<file path="src/tlm_pkg.sv">
// shared types and constants for the two-level logic minimizer
package tlm_pkg;

  localparam int unsigned NumVarsDef = 4;
  localparam int unsigned TermW = 4;
  localparam int unsigned MaskW = 16;
  localparam int unsigned QDepth = 2;

  // request passed from the front part to the cover engine
  typedef struct packed {
    logic [MaskW-1:0] on_set;
    logic [MaskW-1:0] care_set;
  } tlm_req_t;

endpackage

</file>
<file path="src/tlm_front.sv">
// input stage: masks the function, signals empty sets itself without queueing them, queues the rest
module tlm_front #(
  parameter int unsigned NUM_VARS = tlm_pkg::NumVarsDef
) (
  input  logic                    clk,
  input  logic                    rst_n,
  input  logic                    start,
  output logic                    busy,
  input  logic [tlm_pkg::MaskW-1:0] in_on_set,
  input  logic [tlm_pkg::MaskW-1:0] in_dont_care_set,
  output logic                    q_valid,
  output tlm_pkg::tlm_req_t       q_data,
  input  logic                    q_pop,
  output logic                    empty_strobe,
  input  logic                    back_strobe,
  input  logic                    back_idle
);
  import tlm_pkg::*;

  localparam int unsigned NMint = 1 << NUM_VARS;
  localparam logic [MaskW-1:0] Univ = (NMint >= MaskW) ? {MaskW{1'b1}} :
                                       MaskW'((32'd1 << NMint) - 32'd1);

  tlm_req_t         q_mem_r [QDepth];
  logic             wp_r, rp_r;
  logic [1:0]       cnt_r;
  logic             empty_pend_r;
  logic [MaskW-1:0] dc, on;
  logic             acc, push;

  // drop bits above the last minterm; overlap counts as don't care
  assign dc   = in_dont_care_set & Univ;
  assign on   = in_on_set & Univ & ~dc;
  assign busy = (cnt_r == 2'(QDepth)) || empty_pend_r;
  assign acc  = start && !busy;
  assign push = acc && (on != '0);

  assign q_valid = (cnt_r != '0);
  assign q_data  = q_mem_r[rp_r];

  // queue storage
  always_ff @(posedge clk) begin
    if (push) begin
      q_mem_r[wp_r] <= '{on_set: on, care_set: on | dc};
    end
  end

  // queue pointers and empty result handling
  always_ff @(posedge clk) begin
    if (!rst_n) begin
      wp_r <= 1'b0;
      rp_r <= 1'b0;
      cnt_r <= '0;
      empty_pend_r <= 1'b0;
    end else begin
      if (push) wp_r <= ~wp_r;
      if (q_pop) rp_r <= ~rp_r;
      cnt_r <= cnt_r + 2'(push) - 2'(q_pop);
      if (acc && on == '0) empty_pend_r <= 1'b1;
      else if (empty_strobe) empty_pend_r <= 1'b0;
    end
  end

  // empty result waits until the queue is drained and the back part has finished
  assign empty_strobe = empty_pend_r && (cnt_r == '0) && back_idle && !back_strobe;

endmodule

</file>
<file path="src/tlm_back.sv">
// cover engine: essential pass and greedy cover rounds over the cube table
module tlm_back #(
  parameter int unsigned NUM_VARS = tlm_pkg::NumVarsDef
) (
  input  logic                    clk,
  input  logic                    rst_n,
  input  logic                    q_valid,
  input  tlm_pkg::tlm_req_t       q_data,
  output logic                    q_pop,
  output logic                    idle,
  output logic                    out_strobe,
  output logic [tlm_pkg::TermW-1:0] out_value,
  output logic [tlm_pkg::TermW-1:0] out_care,
  output logic                    out_ess,
  output logic                    out_last
);
  import tlm_pkg::*;

  localparam int unsigned NCube = 81;
  localparam int unsigned CW = 7;
  localparam logic [TermW-1:0] VMask = TermW'((32'd1 << NUM_VARS) - 32'd1);

  typedef enum logic [3:0] {
    S_IDLE = 4'b0001,
    S_ESS = 4'b0010,
    S_GREEDY = 4'b0100,
    S_EMIT = 4'b1000
  } st_t;

  st_t st_r;
  logic [MaskW-1:0] on_r, care_r, rem_r, cover_r;
  logic [CW-1:0] idx_r;
  logic [4:0] mint_r;
  logic [TermW-1:0] v_r, d_r;
  logic [4:0] bc_r;
  logic ess_r;
  logic [1:0] phase_r;
  logic [4:0] ecnt_r;

  // cube table: index = k-ordered enumeration of (value, dash)
  function automatic logic [2*TermW-1:0] cube_of(input logic [CW-1:0] i);
    int n;
    logic [2*TermW-1:0] r;
    n = 0;
    r = '0;
    for (int k = 0; k <= 4; k++)
      for (int v = 0; v < 16; v++)
        for (int d = 0; d < 16; d++)
          if ($countones(d[3:0]) == k && (v & d) == 0) begin
            if (n == int'(i)) r = {v[3:0], d[3:0]};
            n++;
          end
    return r;
  endfunction

  function automatic logic [MaskW-1:0] cset(input logic [TermW-1:0] v,
                                             input logic [TermW-1:0] d);
    logic [MaskW-1:0] s;
    s = '0;
    for (int m = 0; m < 16; m++)
      if ((m[3:0] & ~d) == v) s[m] = 1'b1;
    return s;
  endfunction

  logic [TermW-1:0] cv, cd;
  logic [MaskW-1:0] cs;
  logic in_range, is_prime;
  assign {cv, cd} = cube_of(idx_r);
  assign cs = cset(cv, cd);

  // a cube is prime when inside care and no single expansion stays inside
  always_comb begin
    in_range = ((cv | cd) & ~VMask) == '0;
    is_prime = in_range && ((cs & ~care_r) == '0);
    for (int b = 0; b < TermW; b++)
      if (VMask[b] && !cd[b] &&
          ((cset(cv & ~TermW'(1 << b), cd | TermW'(1 << b)) & ~care_r) == '0))
        is_prime = 1'b0;
  end

  logic [MaskW-1:0] pcov, rem_left;
  logic [4:0] pcnt;
  logic hit, ess_one, fin;
  assign pcov = cs & on_r;
  assign pcnt = 5'($countones(pcov & rem_r));

  // prime covers the minterm under test; exactly one such prime over the scan
  assign hit = is_prime && pcov[mint_r[3:0]];
  assign ess_one = (phase_r == 2'd1 && !hit) || (phase_r == 2'd0 && hit);

  // cover left after the selected term, and the end of the cover
  assign rem_left = rem_r & ~cover_r;
  assign fin = (rem_left == '0) || (ecnt_r == 5'd15);

  assign q_pop = (st_r == S_IDLE) && q_valid;
  assign idle = (st_r == S_IDLE);

  // sequencer
  always_ff @(posedge clk) begin
    if (!rst_n) begin
      st_r <= S_IDLE;
      out_strobe <= 1'b0;
    end else begin
      out_strobe <= (st_r == S_EMIT);
      case (st_r)
        S_IDLE: begin
          if (q_valid) begin
            on_r <= q_data.on_set;
            care_r <= q_data.care_set;
            rem_r <= q_data.on_set;
            idx_r <= '0;
            mint_r <= '0;
            phase_r <= '0;
            ecnt_r <= '0;
            st_r <= S_ESS;
          end
        end
        // per uncovered on-minterm, scan primes counting hits
        S_ESS: begin
          if (mint_r[4]) begin
            idx_r <= '0;
            bc_r <= '0;
            st_r <= S_GREEDY;
          end else if (!rem_r[mint_r[3:0]]) begin
            mint_r <= mint_r + 1'b1;
          end else if (idx_r == CW'(NCube - 1)) begin
            idx_r <= '0;
            phase_r <= '0;
            mint_r <= mint_r + 1'b1;
            if (ess_one) begin
              if (hit) begin
                v_r <= cv; d_r <= cd; cover_r <= pcov;
              end
              ess_r <= 1'b1;
              st_r <= S_EMIT;
            end
          end else begin
            if (hit) begin
              if (phase_r != 2'd2) phase_r <= phase_r + 1'b1;
              v_r <= cv; d_r <= cd; cover_r <= pcov;
            end
            idx_r <= idx_r + 1'b1;
          end
        end
        // greedy: pick first prime with largest new coverage
        S_GREEDY: begin
          if (is_prime && pcnt > bc_r) begin
            bc_r <= pcnt; v_r <= cv; d_r <= cd; cover_r <= pcov;
          end
          if (idx_r == CW'(NCube - 1)) begin
            ess_r <= 1'b0;
            if ((is_prime && pcnt > bc_r) || bc_r != '0) st_r <= S_EMIT;
            else st_r <= S_IDLE;
            idx_r <= '0;
          end else idx_r <= idx_r + 1'b1;
        end
        S_EMIT: begin
          out_value <= v_r & VMask;
          out_care <= ~d_r & VMask;
          out_ess <= ess_r;
          out_last <= fin;
          rem_r <= rem_left;
          ecnt_r <= ecnt_r + 1'b1;
          bc_r <= '0;
          if (fin) st_r <= S_IDLE;
          else st_r <= ess_r ? S_ESS : S_GREEDY;
        end
        default: st_r <= S_IDLE;
      endcase
    end
  end

endmodule

</file>
<file path="src/two_level_logic_minimizer.sv">
// top level of the two-level logic minimizer
// One function is taken per request (start high while busy is low) into a two-entry
// request queue, so start is taken while the cover engine works; busy is high only
// while the queue is full or an empty on-set result waits for earlier results to
// finish. The engine scans the 81 cubes, one per cycle, once for each on-minterm
// still uncovered when it is reached, then once per greedy term. Results appear one
// per out_strobe with out_last on the final term and cannot be stalled; an empty
// on-set gives a single result with out_empty_res and out_last high.
module two_level_logic_minimizer #(
  parameter int unsigned NUM_VARS = tlm_pkg::NumVarsDef
) (
  input  logic                      clk,
  input  logic                      rst_n,
  input  logic                      start,
  output logic                      busy,
  input  logic [tlm_pkg::MaskW-1:0] in_on_set,
  input  logic [tlm_pkg::MaskW-1:0] in_dont_care_set,
  output logic                      out_strobe,
  output logic [tlm_pkg::TermW-1:0] out_term_value,
  output logic [tlm_pkg::TermW-1:0] out_term_care_mask,
  output logic                      out_essential,
  output logic                      out_empty_res,
  output logic                      out_last
);
  import tlm_pkg::*;

  logic q_valid, q_pop, idle, es, bs;
  tlm_req_t q_data;
  logic [TermW-1:0] bv, bc;
  logic be, bl;

  tlm_front #(.NUM_VARS(NUM_VARS)) u_front (
    .clk, .rst_n, .start, .busy, .in_on_set, .in_dont_care_set,
    .q_valid, .q_data, .q_pop, .empty_strobe(es), .back_strobe(bs),
    .back_idle(idle)
  );

  tlm_back #(.NUM_VARS(NUM_VARS)) u_back (
    .clk, .rst_n, .q_valid(q_valid && !es), .q_data, .q_pop, .idle,
    .out_strobe(bs), .out_value(bv), .out_care(bc), .out_ess(be), .out_last(bl)
  );

  // merge the two result sources
  assign out_strobe         = bs || es;
  assign out_term_value     = bs ? bv : '0;
  assign out_term_care_mask = bs ? bc : '0;
  assign out_essential      = bs && be;
  assign out_empty_res      = es;
  assign out_last           = bs ? bl : es;

endmodule
</file>
<file path="config.mk">
export PLATFORM = sky130hd
export DESIGN_NAME = two_level_logic_minimizer
export DESIGN_NICKNAME = d
export VERILOG_FILES = /design/src/tlm_pkg.sv /design/src/tlm_front.sv /design/src/tlm_back.sv /design/src/two_level_logic_minimizer.sv
export SDC_FILE = /design/constraint.sdc
export NUM_CORES = 1
export LEC_CHECK = 0
export ABC_AREA = 1
export ABC_CLOCK_PERIOD_IN_PS = 8700
export BUFFER_PORTS_ARGS = -buffer_cell sky130_fd_sc_hd__buf_2
export CAP_MARGIN = 40
export CORE_MARGIN = 2
export CORE_UTILIZATION = 63
export DETAILED_ROUTE_END_ITERATION = 12
export GPL_TIMING_DRIVEN = 0
export HOLD_SLACK_MARGIN = 0.05
export PLACE_DENSITY = 0.8
export SLEW_MARGIN = 0
export SYNTH_ARGS = -nofsm -noshare
export SYNTH_HDL_FRONTEND = slang
export SYNTH_SLANG_ARGS = --single-unit
</file>
<file path="constraint.sdc">
create_clock -name clk -period 8.7 [get_ports clk]
set_input_delay 0.435 -clock clk [delete_from_list [all_inputs] [get_ports clk]]
set_output_delay 0.435 -clock clk [all_outputs]
set_load 0.005 [all_outputs]
</file>
==> results.yml <==
run_status:
  outcome: "completed"
floorplan:
  die_h_um: 135
  rows: 48
  core_sq_um: 17100
  io_pins: 48
  die_area_sq_um: 18300
  start_util_pct: 63.7
  die_w_um: 135
grt:
  grt_max_degree: 31
  antenna_found_initial: 0
  top_usage_layer: "met2"
  grt_pass1_vias: 8556
  grtUsageTotal_pct: 30.0
  gr-usage-met3_pct: 6.73
  grt_pass1_wl_um: 42200
  grt.met1_usage_pct: 40.0
  grt.overflow.total: 0
  globalRouteMet2Util_pct: 48.3
worst_setup_path:
  cp_max_fo: 20
  cpMostUsedCell: "nand2_1"
  worst-setup-path-type: "reg -> reg"
  worstPathArrival_ns: 8.54
  cp-start-kind: "register"
  slowest_delay_ns: 0.55
  cp.required_ns: 8.85
  endpoint_kind: "register"
  slowest_stage: "fa_1"
routing:
  routedWlPerCell_um: 17.1
  vias_per_cell: 5.71
  vias: 8975
  dr.pass1.iters: 8
  wl_um: 26800
  drc: 0
  ant_nets: 0
  first_iter_violations: 975
place:
  place.gp.congestion: 0.981
  post-place-cells: 1535
  place_hpwl_um: 19700
  io_buffer_count: 47
  postPlaceCellArea_sq_um: 11500
  pre_cts_ws_ns: 0.102
yosys:
  ys_types: 51
  synth_edf_count: 171
  yosysWarnings: 0
  syn_area_sq_um: 10900
  ys.flop_type: "edfxtp_1"
  ys_seq_elements: 182
  syn_area_per_cell_sq_um: 8.64
  synth.area.top_cells: "edfxtp_1 47%, nand2_1 8.7%, inv_1 7.1%, nor2_1 5.9%, nand3_1 3.9%"
  synth_nets: 1333
  synth_commonest_cells: "253 x nand2_1, 205 x inv_1, 171 x edfxtp_1"
  synth_top_cell_area_share_pct: 47.3
  seq_area_frac_synth_pct: 49.3
  async_reset_ff_share_pct: 0
  synth_most_common_cell: "nand2_1"
  syn-instance-count: 1257
  yosys.area.top_type: "edfxtp_1"
sta:
  setup-tns-final_ns: 0
  worstMarginPinSlew_ns: 0.741
  clock.fmax_ghz: 0.119
  hold_ws_ns: 0.284
  relSlewSlack_pct: 50.4
  setup_viol: 0
  finalMaxSlewViolations: 0
  skew_ns: 0.00687
  layout_min_cycle_time_ns: 8.39
  fin_ws_ns: 0.311
  hold_viol: 0
  fin_crit_sh_pct: 96.4
pwr:
  p_total_mw: 3.75
  p_leak_nw: 5.45
  p_per_area_nw_per_um2: 305
  max-vdd-ir-drop_v: 0.000210
cells_and_area:
  finalNonFillerCells: 1571
  fin_area_sq_um: 12300
  nFillCells: 1281
  area_delta_synth_final_pct: 13.2
  post-route-util_pct: 72.1
  fin_nets: 1409
  antenna_cells: 0
  final_layout_size_suffix_gt1_share_pct: 17.5
clocking:
  cts_tree: "yes"
  clockRootBuffer: "clkbuf_16"
  htree_levels: 4
  clkSlewWorstSetupHoldPaths_ns: 0.07
  cts_buffer_depth: 2
  hold_buffers: 0
  clkLatencyLatePin_ns: 0.44
  cts_buffers: 17
  cts_sinks: 182
job:
  maxCapViolations: 0
min_path:
  hold_path.class: "in -> reg"
==> final cells by class <==
cell class                 instances  area [sq um]  share of cell area [%]
tap                              225           282                    2.29
sequential                       182          5360                    43.5
clock inverter                    15           179                    1.45
multi-input combinational        819          4670                    37.9
buffer                            25           140                    1.14
inverter                         231           877                    7.13
timing repair buffer              57           373                    3.03
clock buffer                      17           425                    3.46
==> worst paths after layout <==
kind                        from               endpoint  slack, ns  cells past startpoint
max              u_back.idx_r[1]      u_back.cover_r[7]       0.31                     35
max reg2reg      u_back.idx_r[1]      u_back.cover_r[7]       0.31                     35
min          in_dont_care_set[6]  u_front.q_mem_r[1][6]       0.28                      2
min reg2reg        u_back.v_r[1]    u_back.out_value[1]       0.42                      0
==> where the power goes <==
| part | total [mW] | internal (mW) | switching (mW) |
|---|---|---|---|
| registers | 1.22 | 1.15 | 0.0660 |
| logic | 1.75 | 0.558 | 1.19 |
| clock network | 0.780 | 0.390 | 0.389 |
==> layer usage <==
metal,part of all wire (%),vias up,wire length [um]
met5,0,-,0
met2,47,462,12700
li1,-,4312,-
met1,41,4125,11100
met4,2.9,0,777
met3,8.5,76,2280
==> sequential cells by signal, indices dropped and copies added, names as in the netlist, 2 cells and up, named ones only <==
name / count
u_back.bc_r: 5
u_back.care_r: 16
u_back.cover_r: 16
u_back.d_r: 4
u_back.ecnt_r: 5
u_back.idx_r: 7
u_back.mint_r: 5
u_back.on_r: 16
u_back.out_care: 4
u_back.out_value: 4
u_back.phase_r: 2
u_back.rem_r: 16
u_back.st_r: 4
u_back.v_r: 4
u_front.cnt_r: 2
u_front.q_mem_r: 64
==> cells in the final DEF (no fill, tap or decap), types with 11 or more instances in the layout <==
master       n
o21ai_1     15
nor3_1      16
nand4_1     16
buf_2       52
inv_2       24
nand2_1    252
mux2_2      32
nor2_2      13
nand3_1     79
nor2_1     162
fa_1        11
a21oi_1     34
ha_1        26
dfxtp_1     11
clkbuf_16   17
inv_1      202
o21ai_0     38
nand2_2     11
edfxtp_1   171
or2_2       17
nor4_1      15
clkbuf_1    11
==> worst max-delay path: cells and delay by family, from the launching register on <==
family	cells	cell delay (ns)
adder cells (fa/ha/maj)	9	3.19
flip-flops	1	0.42
buffers and inverters	8	1.14
AO/OA/AOI/OAI	4	1.00
AND/OR/NAND/NOR	14	2.33
==> logic make-up after synthesis <==
group / share of synthesized area, %
adders and majority gates: 5.48
muxes: 3.32
buffers and inverters: 9.30
DFF: 49.3
xor gates and xnor gates: 0.323
AOI/OAI and AO/OA: 6.62
and+or+nand+nor: 25.6
==> timing repair <==
item / CTS / global route
setup endpoints to repair: 0 / 31
setup buffers: 0 / 4
gates resized for setup: 0 / 36
Note: power is estimated with default switching activity, not from simulation.
